**src/design/gbs_pkg.sv**
```systemverilog
// ----------------------------------------------------------------------------
// Gate burst sequencer package
// Shared types and constants for the gate burst sequencer.
// ----------------------------------------------------------------------------
`default_nettype none

package gbs_pkg;

    // Longest burst length minus one, in passes over the span.
    localparam logic [4:0] PASS_LIMIT = 5'd23;

    // Stepping patterns held in the latched settings.
    typedef enum logic [1:0] {
        MODE_FORWARD  = 2'd0,
        MODE_PENDULUM = 2'd1,
        MODE_RANDOM   = 2'd2
    } t_mode;

    // Register indexes on the configuration port.
    typedef enum logic [1:0] {
        REG_SPAN   = 2'd0,
        REG_COUNT  = 2'd1,
        REG_MODE   = 2'd2,
        REG_INVERT = 2'd3
    } t_reg_idx;

    // Configuration registers as written by software.
    typedef struct packed {
        logic [2:0] span;
        logic [4:0] burst_passes;
        logic [1:0] pattern_mode;
        logic       invert;
    } t_cfg;

    // Settings captured at the start of a burst, already clamped.
    typedef struct packed {
        logic [2:0] span;
        logic [4:0] count;
        t_mode      mode;
        logic       invert;
    } t_latched;

    // Status of the sequencer core.
    typedef struct packed {
        logic  running;
        t_mode mode;
    } t_status;

endpackage

`default_nettype wire

```
**src/design/gbs_if.sv**
```systemverilog
// ----------------------------------------------------------------------------
// Gate burst sequencer channel interfaces
// Valid/ready channels for tick transactions and result transactions.
// ----------------------------------------------------------------------------
`default_nettype none

interface gbs_in_if;
    logic        valid;
    logic        ready;
    logic        reset_level;
    logic        trigger_level;
    logic        clock_level;
    logic [15:0] random_word;

    modport source (output valid, output reset_level, output trigger_level,
                    output clock_level, output random_word, input ready);
    modport sink   (input valid, input reset_level, input trigger_level,
                    input clock_level, input random_word, output ready);
endinterface

interface gbs_out_if #(
    parameter int N_OUT = 6
);
    logic             valid;
    logic             ready;
    logic [N_OUT-1:0] gates;
    logic             busy_res;

    modport source (output valid, output gates, output busy_res, input ready);
    modport sink   (input valid, input gates, input busy_res, output ready);
endinterface

`default_nettype wire

```
**src/design/gbs_core.sv**
```systemverilog
// ----------------------------------------------------------------------------
// Gate burst sequencer core
// Burst state and the combinational next-state logic for one tick.
// ----------------------------------------------------------------------------
`default_nettype none

module gbs_core #(
    parameter int OUTPUTS = 6
) (
    input  wire logic               i_clk,
    input  wire logic               i_rst_n,
    input  wire logic               i_accept,
    input  wire logic               i_reset_level,
    input  wire logic               i_trigger_level,
    input  wire logic               i_clock_level,
    input  wire logic [15:0]        i_random_word,
    input  wire gbs_pkg::t_cfg      i_cfg,
    output logic [OUTPUTS-1:0]      o_gates_next,
    output logic                    o_running_next,
    output logic [OUTPUTS-1:0]      o_gates,
    output gbs_pkg::t_status        o_status
);

    localparam logic [2:0] SPAN_MAX = (OUTPUTS > 7) ? 3'd7 : 3'(OUTPUTS);

    logic [OUTPUTS-1:0]  r_gates, n_gates;
    logic                r_running, n_running;
    logic                r_armed, n_armed;
    logic                r_first, n_first;
    logic [4:0]          r_pass, n_pass;
    logic [2:0]          r_pos, n_pos;
    logic                r_back, n_back;
    gbs_pkg::t_latched   r_set, n_set;
    logic                r_prev_rst, n_prev_rst;
    logic                r_prev_trg, n_prev_trg;
    logic                r_prev_clk, n_prev_clk;

    gbs_pkg::t_latched   w_latch;

    function automatic logic [OUTPUTS-1:0] f_sel(input logic [2:0] p);
        logic [OUTPUTS-1:0] v;
        for (int k = 0; k < OUTPUTS; k++) begin
            v[k] = (32'(p) == k);
        end
        return v;
    endfunction

    function automatic logic [4:0] f_bump(input logic [4:0] p);
        return (p == 5'd31) ? p : p + 5'd1;
    endfunction

    // Settings as they are captured at the start of a burst.
    always_comb begin
        if (i_cfg.span == 3'd0) begin
            w_latch.span = 3'd1;
        end else if (i_cfg.span > SPAN_MAX) begin
            w_latch.span = SPAN_MAX;
        end else begin
            w_latch.span = i_cfg.span;
        end
        w_latch.count = (i_cfg.burst_passes > gbs_pkg::PASS_LIMIT) ?
                        gbs_pkg::PASS_LIMIT : i_cfg.burst_passes;
        case (i_cfg.pattern_mode)
            2'(gbs_pkg::MODE_PENDULUM): w_latch.mode = gbs_pkg::MODE_PENDULUM;
            2'(gbs_pkg::MODE_RANDOM):   w_latch.mode = gbs_pkg::MODE_RANDOM;
            default:                    w_latch.mode = gbs_pkg::MODE_FORWARD;
        endcase
        w_latch.invert = i_cfg.invert;
    end

    always_comb begin
        logic        rst_rise;
        logic        clk_rise;
        logic        clk_fall;
        logic [18:0] prod;
        logic [3:0]  pos_inc;

        n_gates    = r_gates;
        n_running  = r_running;
        n_armed    = r_armed;
        n_first    = r_first;
        n_pass     = r_pass;
        n_pos      = r_pos;
        n_back     = r_back;
        n_set      = r_set;
        n_prev_rst = r_prev_rst;
        n_prev_trg = r_prev_trg;
        n_prev_clk = r_prev_clk;
        prod       = '0;
        pos_inc    = '0;

        rst_rise = i_reset_level & ~r_prev_rst;
        clk_rise = i_clock_level & ~r_prev_clk;
        clk_fall = ~i_clock_level & r_prev_clk;

        if (i_accept) begin
            n_prev_rst = i_reset_level;
            if (rst_rise) begin
                // A reset edge leaves the trigger and clock history untouched.
                n_gates   = '0;
                n_running = 1'b0;
                n_armed   = 1'b0;
            end else begin
                // The trigger is only watched while no burst is pending or running.
                if (!r_running && !r_armed) begin
                    n_armed    = i_trigger_level & ~r_prev_trg;
                    n_prev_trg = i_trigger_level;
                end
                n_prev_clk = i_clock_level;
                if (clk_rise) begin
                    if (!r_running && n_armed) begin
                        n_set     = w_latch;
                        n_first   = 1'b1;
                        n_pass    = 5'd0;
                        n_pos     = 3'd0;
                        n_back    = 1'b0;
                        n_armed   = 1'b0;
                        n_running = 1'b1;
                    end
                    if (n_running) begin
                        if (n_set.mode == gbs_pkg::MODE_RANDOM) begin
                            prod    = 19'(i_random_word) * 19'(n_set.span);
                            n_pos   = prod[18:16];
                            n_gates = n_gates | f_sel(n_pos);
                            n_pass  = f_bump(n_pass);
                        end else begin
                            pos_inc = {1'b0, n_pos} + 4'd1;
                            if (n_first) begin
                                n_first = 1'b0;
                            end else if (n_set.mode == gbs_pkg::MODE_FORWARD) begin
                                if (pos_inc >= {1'b0, n_set.span}) begin
                                    n_pos  = 3'd0;
                                    n_pass = f_bump(n_pass);
                                end else begin
                                    n_pos = pos_inc[2:0];
                                end
                            end else if (n_back) begin
                                if (n_pos == 3'd0) begin
                                    // Without invert the forward leg resumes at output one.
                                    n_pos  = n_set.invert ? 3'd0 : 3'd1;
                                    n_back = 1'b0;
                                    n_pass = f_bump(n_pass);
                                end else begin
                                    n_pos = n_pos - 3'd1;
                                end
                            end else begin
                                if (pos_inc >= {1'b0, n_set.span}) begin
                                    if (n_set.span > 3'd1) begin
                                        n_pos = n_set.invert ? n_pos : n_pos - 3'd1;
                                    end else begin
                                        n_pos = 3'd0;
                                    end
                                    n_back = 1'b1;
                                    n_pass = f_bump(n_pass);
                                end else begin
                                    n_pos = pos_inc[2:0];
                                end
                            end
                            if (n_pass <= n_set.count) begin
                                if (n_set.invert) begin
                                    n_gates = n_gates ^ f_sel(n_pos);
                                end else begin
                                    n_gates = n_gates | f_sel(n_pos);
                                end
                            end
                        end
                    end
                end else if (r_running && clk_fall) begin
                    if (r_pass > r_set.count) begin
                        n_gates   = '0;
                        n_running = 1'b0;
                    end else if (r_set.mode == gbs_pkg::MODE_RANDOM || !r_set.invert) begin
                        n_gates = n_gates & ~f_sel(r_pos);
                    end
                end
            end
        end
    end

    always_ff @(posedge i_clk) begin
        if (!i_rst_n) begin
            r_gates    <= '0;
            r_running  <= 1'b0;
            r_armed    <= 1'b0;
            r_first    <= 1'b0;
            r_pass     <= 5'd0;
            r_pos      <= 3'd0;
            r_back     <= 1'b0;
            r_set      <= '0;
            r_prev_rst <= 1'b0;
            r_prev_trg <= 1'b0;
            r_prev_clk <= 1'b0;
        end else begin
            r_gates    <= n_gates;
            r_running  <= n_running;
            r_armed    <= n_armed;
            r_first    <= n_first;
            r_pass     <= n_pass;
            r_pos      <= n_pos;
            r_back     <= n_back;
            r_set      <= n_set;
            r_prev_rst <= n_prev_rst;
            r_prev_trg <= n_prev_trg;
            r_prev_clk <= n_prev_clk;
        end
    end

    assign o_gates_next     = n_gates;
    assign o_running_next   = n_running;
    assign o_gates          = r_gates;
    assign o_status.running = r_running;
    assign o_status.mode    = r_set.mode;

endmodule

`default_nettype wire

```
**src/design/gate_burst_sequencer_top.sv**
```systemverilog
// ----------------------------------------------------------------------------
// Gate burst sequencer
// Steps a gate across a row of outputs in bursts started by a trigger edge.
// ----------------------------------------------------------------------------
//  Channel   Direction  Handshake       Payload
//  i_in      sink       valid / ready   reset_level, trigger_level, clock_level,
//                                       random_word
//  o_out     source     valid / ready   gates, busy_res
//  APB       slave      psel / penable  span, burst_passes, pattern_mode, invert
//
//  Each tick transaction updates the state and the result register at the edge
//  that accepts it, and the result is offered from the next cycle on. Input is
//  taken every cycle while the result register is empty or being drained, so
//  the output register is the only stall point. A synchronous low i_rst_n
//  clears the burst state and loads register defaults. Software must write
//  registers only while the block is idle; the block does not enforce it.
// ----------------------------------------------------------------------------
`default_nettype none

module gate_burst_sequencer_top #(
    parameter int OUTPUTS = 6
) (
    input  wire logic        i_clk,
    input  wire logic        i_rst_n,
    gbs_in_if.sink           i_in,
    gbs_out_if.source        o_out,
    input  wire logic        psel,
    input  wire logic        penable,
    input  wire logic        pwrite,
    input  wire logic [3:0]  paddr,
    input  wire logic [31:0] pwdata,
    output logic [31:0]      prdata,
    output logic             pready
);

    gbs_pkg::t_cfg       r_cfg;
    logic                r_valid;
    logic [OUTPUTS-1:0]  r_gates;
    logic                r_busy;

    logic                w_accept;
    logic                w_cfg_wr;
    logic [OUTPUTS-1:0]  w_gates_next;
    logic                w_running_next;
    logic [OUTPUTS-1:0]  w_gates;
    gbs_pkg::t_status    w_status;

    assign i_in.ready = !r_valid || o_out.ready;
    assign w_accept   = i_in.valid && i_in.ready;
    assign w_cfg_wr   = psel && penable && pwrite && pready;
    assign pready     = 1'b1;

    always_ff @(posedge i_clk) begin
        if (!i_rst_n) begin
            r_cfg.span         <= 3'd1;
            r_cfg.burst_passes <= 5'd0;
            r_cfg.pattern_mode <= 2'd0;
            r_cfg.invert       <= 1'b0;
        end else if (w_cfg_wr) begin
            case (gbs_pkg::t_reg_idx'(paddr[3:2]))
                gbs_pkg::REG_SPAN:   r_cfg.span         <= pwdata[2:0];
                gbs_pkg::REG_COUNT:  r_cfg.burst_passes <= pwdata[4:0];
                gbs_pkg::REG_MODE:   r_cfg.pattern_mode <= pwdata[1:0];
                gbs_pkg::REG_INVERT: r_cfg.invert       <= pwdata[0];
                default: ;
            endcase
        end
    end

    always_comb begin
        case (gbs_pkg::t_reg_idx'(paddr[3:2]))
            gbs_pkg::REG_SPAN:   prdata = {29'd0, r_cfg.span};
            gbs_pkg::REG_COUNT:  prdata = {27'd0, r_cfg.burst_passes};
            gbs_pkg::REG_MODE:   prdata = {30'd0, r_cfg.pattern_mode};
            gbs_pkg::REG_INVERT: prdata = {31'd0, r_cfg.invert};
            default:             prdata = 32'd0;
        endcase
    end

    gbs_core #(
        .OUTPUTS (OUTPUTS)
    ) u_core (
        .i_clk           (i_clk),
        .i_rst_n         (i_rst_n),
        .i_accept        (w_accept),
        .i_reset_level   (i_in.reset_level),
        .i_trigger_level (i_in.trigger_level),
        .i_clock_level   (i_in.clock_level),
        .i_random_word   (i_in.random_word),
        .i_cfg           (r_cfg),
        .o_gates_next    (w_gates_next),
        .o_running_next  (w_running_next),
        .o_gates         (w_gates),
        .o_status        (w_status)
    );

    // Result register: loaded with every accepted tick, held while stalled.
    always_ff @(posedge i_clk) begin
        if (!i_rst_n) begin
            r_valid <= 1'b0;
        end else if (w_accept) begin
            r_valid <= 1'b1;
        end else if (o_out.ready) begin
            r_valid <= 1'b0;
        end
    end

    always_ff @(posedge i_clk) begin
        if (w_accept) begin
            r_gates <= w_gates_next;
            r_busy  <= w_running_next;
        end
    end

    assign o_out.valid    = r_valid;
    assign o_out.gates    = r_gates;
    assign o_out.busy_res = r_busy;

    // A tick transaction always leaves a result waiting in the next cycle.
    a_result_follows: assert property (@(posedge i_clk) disable iff (!i_rst_n)
        w_accept |=> r_valid)
        else $error("accepted tick produced no result");

    // No gate is ever reported high outside a burst.
    a_idle_gates_off: assert property (@(posedge i_clk) disable iff (!i_rst_n)
        o_out.valid |-> (o_out.busy_res || o_out.gates == '0))
        else $error("gate high while no burst is running");

    // Random bursts pulse one gate at a time.
    a_random_single: assert property (@(posedge i_clk) disable iff (!i_rst_n)
        (w_status.running && w_status.mode == gbs_pkg::MODE_RANDOM)
            |-> $onehot0(w_gates))
        else $error("more than one gate high in a random burst");

    // The core state only moves with a tick transaction.
    a_state_holds: assert property (@(posedge i_clk) disable iff (!i_rst_n)
        !w_accept |=> $stable(w_gates) && $stable(w_status))
        else $error("sequencer state changed without a tick");

endmodule

`default_nettype wire
```
**src/flat_wrapper.sv**
```systemverilog
// flat-port wrapper written by rule: the top's interface ports become plain ports
module gate_burst_sequencer_top_flat 
#(
    parameter int OUTPUTS = 6
)
  (i_clk, i_rst_n, psel, penable, pwrite, paddr, pwdata, prdata, pready, i_in_valid, i_in_reset_level, i_in_trigger_level, i_in_clock_level, i_in_random_word, i_in_ready, o_out_valid, o_out_gates, o_out_busy_res, o_out_ready);
  gbs_in_if i_in_i ();
  gbs_out_if o_out_i ();
  input  wire logic i_clk;
  input  wire logic i_rst_n;
  input  wire logic psel;
  input  wire logic penable;
  input  wire logic pwrite;
  input  wire logic [3:0] paddr;
  input  wire logic [31:0] pwdata;
  output logic [31:0] prdata;
  output logic pready;
  input wire logic [$bits(i_in_i.valid)-1:0] i_in_valid;
  input wire logic [$bits(i_in_i.reset_level)-1:0] i_in_reset_level;
  input wire logic [$bits(i_in_i.trigger_level)-1:0] i_in_trigger_level;
  input wire logic [$bits(i_in_i.clock_level)-1:0] i_in_clock_level;
  input wire logic [$bits(i_in_i.random_word)-1:0] i_in_random_word;
  output wire logic [$bits(i_in_i.ready)-1:0] i_in_ready;
  output wire logic [$bits(o_out_i.valid)-1:0] o_out_valid;
  output wire logic [$bits(o_out_i.gates)-1:0] o_out_gates;
  output wire logic [$bits(o_out_i.busy_res)-1:0] o_out_busy_res;
  input wire logic [$bits(o_out_i.ready)-1:0] o_out_ready;
  assign i_in_i.valid = i_in_valid;
  assign i_in_i.reset_level = i_in_reset_level;
  assign i_in_i.trigger_level = i_in_trigger_level;
  assign i_in_i.clock_level = i_in_clock_level;
  assign i_in_i.random_word = i_in_random_word;
  assign i_in_ready = i_in_i.ready;
  assign o_out_valid = o_out_i.valid;
  assign o_out_gates = o_out_i.gates;
  assign o_out_busy_res = o_out_i.busy_res;
  assign o_out_i.ready = o_out_ready;
  gate_burst_sequencer_top #(.OUTPUTS(OUTPUTS)) u_core (.i_clk(i_clk), .i_rst_n(i_rst_n), .i_in(i_in_i), .o_out(o_out_i), .psel(psel), .penable(penable), .pwrite(pwrite), .paddr(paddr), .pwdata(pwdata), .prdata(prdata), .pready(pready));
endmodule
```
**config.mk**
```make
export PLATFORM = sky130hd
export DESIGN_NAME = gate_burst_sequencer_top_flat
export DESIGN_NICKNAME = d
export VERILOG_FILES = /design/src/design/gbs_pkg.sv /design/src/design/gbs_if.sv /design/src/design/gbs_core.sv /design/src/design/gate_burst_sequencer_top.sv /design/src/flat_wrapper.sv
export SDC_FILE = /design/constraint.sdc
export NUM_CORES = 1
export LEC_CHECK = 0
export BUFFER_PORTS_ARGS = -buffer_cell sky130_fd_sc_hd__buf_2
export CAP_MARGIN = 20
export CORE_MARGIN = 2
export CORE_UTILIZATION = 51
export DETAILED_ROUTE_END_ITERATION = 8
export HOLD_SLACK_MARGIN = 0.02
export PLACE_DENSITY = 0.79
export SLEW_MARGIN = 20
export SYNTH_ARGS = -nofsm -noshare
export SYNTH_HDL_FRONTEND = slang
export SYNTH_SLANG_ARGS = --single-unit
export TNS_END_PERCENT = 5
```
**constraint.sdc**
```tcl
create_clock -name i_clk -period 5.85 [get_ports i_clk]
set_input_delay 1.4625 -clock i_clk [delete_from_list [all_inputs] [get_ports i_clk]]
set_output_delay 1.4625 -clock i_clk [all_outputs]
set_load 0.005 [all_outputs]
```
==> flow_summary.json, run 1 <==
{
  "remaining_drc_errors": 0,
  "synthArstFlopShare": 0,
  "placed_cell_area_um2": 5290,
  "ys.flop_type": "dfxtp_1",
  "max_freq_mhz": 181,
  "maxSlewViolCount": 0,
  "wl_um": 12400,
  "initial_core_util": 0.530,
  "post_drt_wl_per_cell_um": 15.0,
  "grt_pass1_wl_um": 21100,
  "tightestPinTransition_ps": 967,
  "p_sw_uw": 271,
  "p_total_uw": 846,
  "power.density_nw_per_um2": 157,
  "clkSlewWorstSetupHoldPaths_ps": 100,
  "dr.pass1.iters": 6,
  "finalCritPeriodShare": 0.945,
  "grt_overflow_total": 0,
  "cp.arrival_ps": 5600,
  "cp_max_fo": 5,
  "coreArea_um2": 9330,
  "status": "completed",
  "drtAntennaViolNets": 0,
  "vias": 4781,
  "combPwrFrac": 0.255,
  "dp_hpwl_um": 9590,
  "io_buffers": 46,
  "cts_tree": "yes",
  "ir_drop_uv": 135,
  "p_sw_frac": 0.320,
  "min_period_ps": 5530,
  "area_delta_synth_final_pct": 9.31,
  "pwr-share-seq": 0.442,
  "grtUsageTotal": 0.247,
  "cts.htree.levels": 2,
  "diodes": 0,
  "timing.hold.ws_ps": 461,
  "clk_latency_ps": 320,
  "grt_pass1_vias": 4641,
  "tns_ps": 0,
  "die_h_um": 102,
  "synth-edff-count": 7,
  "syn_inst": 649,
  "yosysWarnings": 0,
  "ys_seq_area_frac": 0.221,
  "rsz0062_at_grt": "false",
  "clock_path_buffers": 2,
  "cp_slowest_stage_delay_ps": 320,
  "final_cell_area_um2": 5400,
  "crit_required_ps": 5930,
  "first_iter_violations": 304,
  "ys_types": 76,
  "post-cts-setup-buffers": 0,
  "cp_cell_sequence": "buf_2, nand2b_4, a21o_1, nand2_1, ha_1, ha_1, a21o_1, a21o_1, o21ai_0, buf_4, a21oi_2, nand2_1, mux2i_1, nor2_1, ha_1, nor2b_1, o31ai_1, a21oi_1, nor2_1, nand2_1, a221oi_1, o32a_1, o41ai_1",
  "p_leak_nw": 2.36,
  "antenna_found_initial": 0,
  "ys_seq_elements": 51,
  "nets": 811,
  "boundaryPins": 104,
  "fin_worst_skew_ps": 17.0,
  "netlist_area_um2": 4940,
  "cts-root-buf": "clkbuf_8",
  "cp-start-kind": "input pin",
  "place_congestion": 0.976,
  "cts_hold_buf": 0,
  "internal-power_uw": 575,
  "critPathKind": "input pin to flip-flop",
  "cts.sinks": 51,
  "avgSynthCellArea_um2": 7.62,
  "via_per_inst": 5.77,
  "finalSetupViolCount": 0,
  "max_cap_violations": 0,
  "drive_gt1_frac": 0.134,
  "die-area_um2": 10500,
  "hold_path_class": "flip-flop to flip-flop",
  "hold_violations": 0,
  "row_count": 35,
  "cp_slowest_cell": "ha_1",
  "fillers": 866,
  "slew_headroom": 0.354,
  "crit_path_end_kind": "flip-flop",
  "pwr-share-clk": 0.303,
  "numCtsBuffers": 5,
  "die_w_um": 102,
  "grt_max_degree": 27
}
[logic make-up (layout without fill, tap and decap cells)]
| group | count (synthesis) | after routing | synth area share |
|---|---|---|---|
| buf+inv | 106 | 130 | 0.104 |
| mux | 22 | 22 | 0.0499 |
| compound gates | 148 | 148 | 0.205 |
| flops | 51 | 51 | 0.221 |
| simple gates | 262 | 262 | 0.255 |
| fa+ha+maj | 52 | 52 | 0.153 |
| other cells | 2 | 28 | 0.00152 |
| xor+xnor | 6 | 6 | 0.0106 |
[cell type report]
cell class | count | area (um^2) | share of cell area
multi-input combinational | 518 | 3440 | 0.637
sequential | 51 | 1090 | 0.202
timing repair buffer | 68 | 395 | 0.0732
inverter | 54 | 203 | 0.0375
tap | 129 | 161 | 0.0299
clock buffer | 5 | 68.8 | 0.0127
clock inverter | 3 | 43.8 | 0.00810
[registers in the layout (all words and copies together) (netlist names)]
name and cells:
u_core.u_core.o_gates 6, u_core.o_out.gates 6, u_core.u_core.r_prev_clk 1, u_core.u_core.r_back 1, u_core.u_core.r_first 1, u_core.r_cfg 11, u_core.u_core.r_pos 3, u_core.o_out.valid 1
u_core.u_core.o_status 2, u_core.u_core.r_armed 1, u_core.u_core.r_running 1, u_core.o_out.busy_res 1, u_core.u_core.r_prev_trg 1, u_core.u_core.r_prev_rst 1, u_core.u_core.r_set 9, u_core.u_core.r_pass 5
[per-stage QoR]
step	worst slack, ps	std cells	utilization
floorplan	63.1	675	-
global placement	162	820	0.567
detailed placement	13.4	820	0.567
CTS	350	828	0.579
global route	41.8	828	0.579
finish	324	828	0.579
[power groups by stage]
stage	logic, mW	registers, mW	clock network [mW]
after floorplan	0.156	0.380	0
after global placement	0.204	0.381	0
after detailed placement	0.212	0.382	0
after CTS	0.213	0.374	0.261
after global routing	0.243	0.375	0.271
final	0.216	0.374	0.256
[placed cells by master, fill, tap and decap left out, types with 6 or more instances in the layout]
cell type / count
ha_1: 37
a21o_1: 8
mux2i_1: 19
buf_4: 22
buf_2: 46
conb_1: 28
or3_1: 7
nand3_1: 20
nor2_1: 53
nor3b_1: 6
a21oi_1: 41
fa_1: 14
nand2_1: 105
and3_1: 8
edfxtp_1: 7
inv_1: 53
nand2b_1: 11
o21ai_0: 26
a31oi_1: 6
dfxtp_1: 44
a211oi_1: 14
nor3_1: 13
nor2b_1: 9
[metal layers]
| metal | share of wire | track usage | routed length, um | vias to the layer above |
|---|---|---|---|---|
| met5 | 0 | 0 | 0 | - |
| met1 | 0.44 | 0.318 | 5490 | 2256 |
| met2 | 0.48 | 0.432 | 5980 | 179 |
| met4 | 0.016 | 0.0667 | 197 | 0 |
| met3 | 0.060 | 0.0342 | 749 | 20 |
| li1 | - | - | - | 2326 |
[cells in the mapped netlist (3+ instances only)]
library cell	count	area, um^2
a211oi_1	14	105
a21o_1	8	60.1
a21oi_1	41	205
a221oi_1	3	26.3
a31oi_1	6	37.5
a32oi_1	4	35.0
a41oi_1	4	35.0
and2_1	4	25.0
and3_1	8	50.1
and3b_1	3	26.3
buf_1	3	11.3
buf_2	4	20.0
buf_4	30	225
clkbuf_1	15	56.3
dfxtp_1	44	881
edfxtp_1	7	210
fa_1	14	280
ha_1	37	463
inv_1	53	199
mux2i_1	19	190
nand2_1	105	394
nand2b_1	11	68.8
nand3_1	20	100
nand3b_1	4	30.0
nor2_1	53	199
nor2b_1	9	56.3
nor3_1	13	65.1
nor3b_1	6	45.0
nor4_1	5	31.3
o211ai_1	5	37.5
o21a_1	4	30.0
o21ai_0	26	130
o221ai_1	3	26.3
o22ai_1	3	18.8
o31ai_1	3	22.5
or3_1	7	43.8
xnor2_1	4	35.0
[worst max-delay path: cells and delay by family]
kind,cells,cell delay [ps]
AOI/OAI and AO/OA,10,1830
adders and majority gates,3,900
and+or+nand+nor,7,860
buffers and inverters,2,290
muxes,1,260
[path summary, 6_finish.rpt]
| path | from | to | slack [ps] | cells past startpoint |
|---|---|---|---|---|
| worst max register to register | u_core.u_core.r_prev_trg | u_core.o_out.gates[4] | 1170 | 22 |
| worst max-delay path | i_in_trigger_level | u_core.o_out.gates[4] | 320 | 23 |
| worst min-delay path | u_core.u_core.r_set[8] | u_core.u_core.r_set[8] | 460 | 2 |
| worst min register to register | u_core.u_core.r_set[8] | u_core.u_core.r_set[8] | 460 | 2 |
[what timing repair did]
action                                 4_1_cts  5_1_grt
gates resized for setup                      0        1
endpoints found under the hold margin        0        0
setup endpoints to repair                    0        1
(Power assumes the default switching activity.)
==> run 2: changes to the inputs <==
- CORE_UTILIZATION: 51 -> 56
- PLACE_DENSITY: 0.79 -> 0.83
- clock period: 5.85 -> 5.3 ns (I/O delays scaled with it)
==> run 2 against run 1 <==
Against the previous run: non-clock buffer count rose by 16; final area rose by 2.5%; global-route usage rose by 1.2 points; critical path type unchanged.
==> flow_summary.json, run 2 (synthesis gave the netlist of run 1 again) <==
{
  "largest_register_ffs": 11,
  "tightestPinTransition_ps": 942,
  "clk_latency_ps": 310,
  "cts_tree": "yes",
  "area_delta_synth_final_pct": 12.1,
  "max_cap_violations": 0,
  "reg_top3": "u_core.r_cfg: 11 flops, u_core.u_core.r_set: 9 flops",
  "remaining_drc_errors": 0,
  "die_w_um": 98.0,
  "die_h_um": 98.0,
  "io_buffers": 46,
  "cts.htree.levels": 2,
  "grt_overflow_total": 0,
  "coreArea_um2": 8640,
  "critPathKind": "input pin to flip-flop",
  "hold_violations": 0,
  "cp_max_fo": 4,
  "clkSlewWorstSetupHoldPaths_ps": 110,
  "first_iter_violations": 309,
  "grt_max_degree": 41,
  "fin_worst_skew_ps": 15.0,
  "wl_um": 12500,
  "max_freq_mhz": 197,
  "numCtsBuffers": 5,
  "power.density_nw_per_um2": 168,
  "dp_hpwl_um": 9570,
  "grt_pass1_vias": 4679,
  "drtAntennaViolNets": 0,
  "die-area_um2": 9600,
  "post-route-util": 0.642,
  "final_common_cell": "nand2_1",
  "ir_drop_uv": 148,
  "crit_path_end_kind": "flip-flop",
  "cts.sinks": 51,
  "cp.arrival_ps": 5160,
  "finalSetupViolCount": 0,
  "cts-root-buf": "clkbuf_8",
  "row_count": 34,
  "fillers": 747,
  "hold_path_class": "flip-flop to flip-flop",
  "maxSlewViolCount": 0,
  "antenna_found_initial": 0,
  "post_drt_wl_per_cell_um": 15.2,
  "initial_core_util": 0.572,
  "via_per_inst": 5.96,
  "dr.pass1.iters": 5,
  "drive_gt1_frac": 0.165,
  "grt_pass1_wl_um": 21000,
  "most-common-layout-cells": "nand2_1, inv_1, nor2_1",
  "regMostFlops": "u_core.r_cfg",
  "cts_hold_buf": 0,
  "p_total_uw": 930,
  "grtUsageTotal": 0.259,
  "diodes": 0,
  "min_period_ps": 5080,
  "finalCritPeriodShare": 0.958,
  "vias": 4904,
  "p_leak_nw": 2.45,
  "slew_headroom": 0.371,
  "status": "completed",
  "cp-start-kind": "input pin",
  "crit_required_ps": 5380,
  "place_congestion": 0.957,
  "boundaryPins": 104,
  "nets": 827,
  "clock_path_buffers": 2
}
-- run 2: cell types whose count changed in the layout (fill, tap and decap cells not counted), moves of 2 or more --
cell and delta:
nand2_2 +2, nand2_1 -2, o21ai_0 -2, buf_4 +15
-- run 2: repair_timing --
item | in CTS | in global routing
setup endpoints to repair | 0 | 10
setup buffers | 0 | 1
resized for setup | 0 | 6
-- run 2: path summary, 6_finish.rpt --
path / from / endpoint / slack (ps) / depth (start not counted)
worst max-delay path: i_in_trigger_level / u_core.o_out.gates[4] / 220 / 22
worst min-delay path: u_core.u_core.r_set[8] / u_core.u_core.r_set[8] / 480 / 2
worst max register to register: u_core.u_core.r_prev_trg / u_core.o_out.gates[4] / 930 / 21
worst min register to register: u_core.u_core.r_set[8] / u_core.u_core.r_set[8] / 480 / 2
-- run 2: routing by layer --
metal / routed length [um] / GRT usage / vias to the layer above
li1: - / - / 2362
met1: 5140 / 0.322 / 2276
met2: 6080 / 0.459 / 226
met3: 931 / 0.0365 / 40
met4: 376 / 0.0897 / 0
met5: 0 / 0 / -
-- run 2: final cells by class --
type | instances | area, um^2 | area share
Clock inverter | 1 | 7.51 | 0.00136
Inverter | 54 | 203 | 0.0366
Multi-Input combinational cell | 518 | 3480 | 0.628
Timing Repair Buffer | 84 | 528 | 0.0953
Sequential cell | 51 | 1090 | 0.197
Tap cell | 108 | 135 | 0.0244
Clock buffer | 7 | 97.6 | 0.0176
-- run 2: critical path, stage by stage --
cell and delay, ps:
buf_2 130, nand2b_4 100, a21o_1 180, nand2_1 100
ha_1 340, ha_1 270, a21o_1 150, a21o_1 190
o21ai_2 190, a21oi_2 90, nand2_2 100, mux2i_2 250
nor2_1 70, ha_1 290, nor2b_1 140, o31ai_2 240
a21oi_2 150, nor2_2 160, nand2_2 100, a221oi_2 260
o32a_1 230, o41ai_1 80
-- run 2: per-stage QoR --
stage | setup slack, ps | area [um^2] | TNS, ps | hold slack (ps) | std cells
floorplan | 9.89 | 5070 | 0 | 436 | 675
global placement | -61.1 | 5400 | -61.3 | 443 | 814
detailed placement | -171 | 5400 | -976 | 460 | 814
CTS | 153 | 5510 | 0 | 474 | 822
global route | -73.1 | 5540 | -216 | 503 | 823
finish | 221 | 5540 | 0 | 478 | 823
-- run 2: power breakdown --
| part | internal [mW] | switching, mW | total [mW] |
|---|---|---|---|
| Combinational | 0.101 | 0.151 | 0.252 |
| Sequential | 0.404 | 0.00970 | 0.413 |
| Clock | 0.122 | 0.142 | 0.264 |
==> run 3: changes to the inputs <==
- CORE_UTILIZATION: 56 -> 57
- GPL_TIMING_DRIVEN: default -> 0
- PLACE_DENSITY: 0.83 -> 0.84
- SYNTH_HIERARCHICAL: default -> 1
- clock period: 5.3 -> 6.6 ns (I/O delays scaled with it)
==> run 3 against run 2 <==
Against the previous run: cell count increased by 2.9%; clock power decreased by 9.5%; sequential cell count unchanged; sequential share of layout area decreased by 0.51 points; non-clock buffer count increased by 17; critical endpoint is now u_core/o_out.gates[3]; largest power group unchanged.
==> flow_summary.json, run 3 <==
{
  "cts.sinks": 51,
  "met2_wirelength_um": 6450,
  "boundaryPins": 104,
  "post-route-util": 0.659,
  "critPathKind": "input pin to flip-flop",
  "post_drt_wl_per_cell_um": 15.5,
  "max_cap_violations": 0,
  "nets": 851,
  "row_count": 34,
  "netlist_area_um2": 5020,
  "most-common-layout-cells": "nand2_1, inv_1, buf_2",
  "p_leak_nw": 2.55,
  "met1_length_um": 5530,
  "hold_path_class": "flip-flop to flip-flop",
  "cp_max_fo": 10,
  "diodes": 0,
  "place_congestion": 0.915,
  "area_delta_synth_final_pct": 13.2,
  "avgSynthCellArea_um2": 7.64,
  "reg_top3": "u_core/r_cfg: 11 flops, u_core/u_core/r_set: 9 flops",
  "grt_pass1_wl_um": 22500,
  "initial_core_util": 0.582,
  "top_layer": "met4",
  "cp_slowest_stage_delay_ps": 410,
  "slew_headroom": 0.277,
  "cp_slowest_cell": "o32a_1",
  "timing.hold.ws_ps": 469,
  "syn_inst": 657,
  "dp_slack_ps": -1210,
  "via_per_inst": 5.87,
  "die_w_um": 97.9,
  "cts-root-buf": "clkbuf_8",
  "fillers": 776,
  "tns_ps": 0,
  "grt_overflow_total": 0,
  "cts_tree": "yes",
  "status": "completed",
  "coreArea_um2": 8640,
  "finalSetupViolCount": 0,
  "first_iter_violations": 326,
  "yosysWarnings": 6,
  "min_period_ps": 6360,
  "drtAntennaViolNets": 0,
  "clk_latency_ps": 330,
  "die_h_um": 97.9,
  "drive_gt1_frac": 0.161,
  "route.met3.wl_um": 817,
  "dr.pass1.iters": 8,
  "remaining_drc_errors": 0,
  "grt_max_degree": 17,
  "vias": 4970,
  "finalCritPeriodShare": 0.963,
  "numCtsBuffers": 5,
  "die-area_um2": 9580,
  "dp_hpwl_um": 10200,
  "power.density_nw_per_um2": 143,
  "crit_required_ps": 6670,
  "ir_drop_uv": 95.6,
  "final_common_cell": "nand2_1",
  "cts.htree.levels": 2,
  "regMostFlops": "u_core/r_cfg",
  "clock_path_buffers": 2,
  "cp-start-kind": "input pin",
  "grt_pass1_vias": 4934,
  "worst_slack_ps": 241,
  "io_buffers": 46,
  "fin_worst_skew_ps": 18.9,
  "max_freq_mhz": 157,
  "crit_path_end_kind": "flip-flop",
  "cp.arrival_ps": 6430,
  "cp_cell_sequence": "buf_2, nand2b_2, a21oi_4, mux2i_4, clkbuf_4, ha_1, nand2b_1, a21o_1, a21oi_4, and2_1, a2111o_1, mux2i_2, nor2_1, ha_1, nor2b_1, o31ai_2, a21oi_4, nand2b_1, o32a_1, o21a_1, a311oi_2, nor2_1",
  "maxSlewViolCount": 0,
  "largest_register_ffs": 11,
  "tightestPinTransition_ps": 1080,
  "crit_buf_inv": 2,
  "p_total_uw": 813,
  "clkSlewWorstSetupHoldPaths_ps": 120,
  "timing.critical_path.max_delay_family": "compound AO/OA/AOI/OAI gates",
  "rsz0062_at_grt": "false",
  "grtUsageTotal": 0.277,
  "wl_um": 13100,
  "hold_violations": 0,
  "antenna_found_initial": 0,
  "crit_top_cell": "a21oi_4"
}
==> run 3: through the flow <==
| step | instances | instance area, um^2 |
|---|---|---|
| CTS | 846 | 5660 |
| detailed placement | 837 | 5490 |
| finish | 847 | 5690 |
| global route | 847 | 5690 |
| floorplan | 683 | 5120 |
| global placement | 837 | 5490 |
==> run 3: cell type report <==
type / count / area, um^2 / area share
inverter: 57 / 214 / 0.0376
buffer: 52 / 325 / 0.0572
multi-input combinational: 522 / 3540 / 0.623
sequential: 51 / 1090 / 0.192
clock inverter: 1 / 7.51 / 0.00132
clock buffer: 7 / 119 / 0.0209
timing repair buffer: 49 / 253 / 0.0444
tap: 108 / 135 / 0.0238
==> run 3: worst min-delay path, stage by stage (launching register included) <==
cell,delay [ps]
dfxtp_1,330
nand2_1,50
a21oi_1,50
==> run 3: report_power, final <==
| part | total (mW) | switching [mW] | leakage (nW) | internal (mW) |
|---|---|---|---|---|
| clock | 0.239 | 0.118 | 0.0607 | 0.121 |
| combinational | 0.241 | 0.144 | 2.06 | 0.0969 |
| sequential | 0.333 | 0.00795 | 0.427 | 0.325 |
==> run 3: routing by layer <==
metal / vias to the layer above / track usage
met3: 33 / 0.0379
li1: 2428 / -
met1: 2317 / 0.339
met4: 0 / 0.104
met2: 192 / 0.493
met5: - / 0
==> run 3: path summary, 6_finish.rpt <==
check / from / to / slack, ps / cells past startpoint
worst max-delay path: i_in_trigger_level / u_core/o_out.gates[3] / 240 / 22
worst min-delay path: u_core/u_core/r_set[8] / u_core/u_core/r_set[8] / 470 / 2
worst max register to register: u_core/u_core/r_prev_trg / u_core/o_out.gates[3] / 1240 / 21
worst min register to register: u_core/u_core/r_set[8] / u_core/u_core/r_set[8] / 470 / 2
==> run 3: what timing repair did <==
action | 4_1_cts | 5_1_grt
hold buffers | 0 | 0
pin swaps | 0 | 3
resized for setup | 9 | 7
hold endpoints to repair | 0 | 0
endpoints found under the setup margin | 12 | 2
buffers inserted | 1 | 2
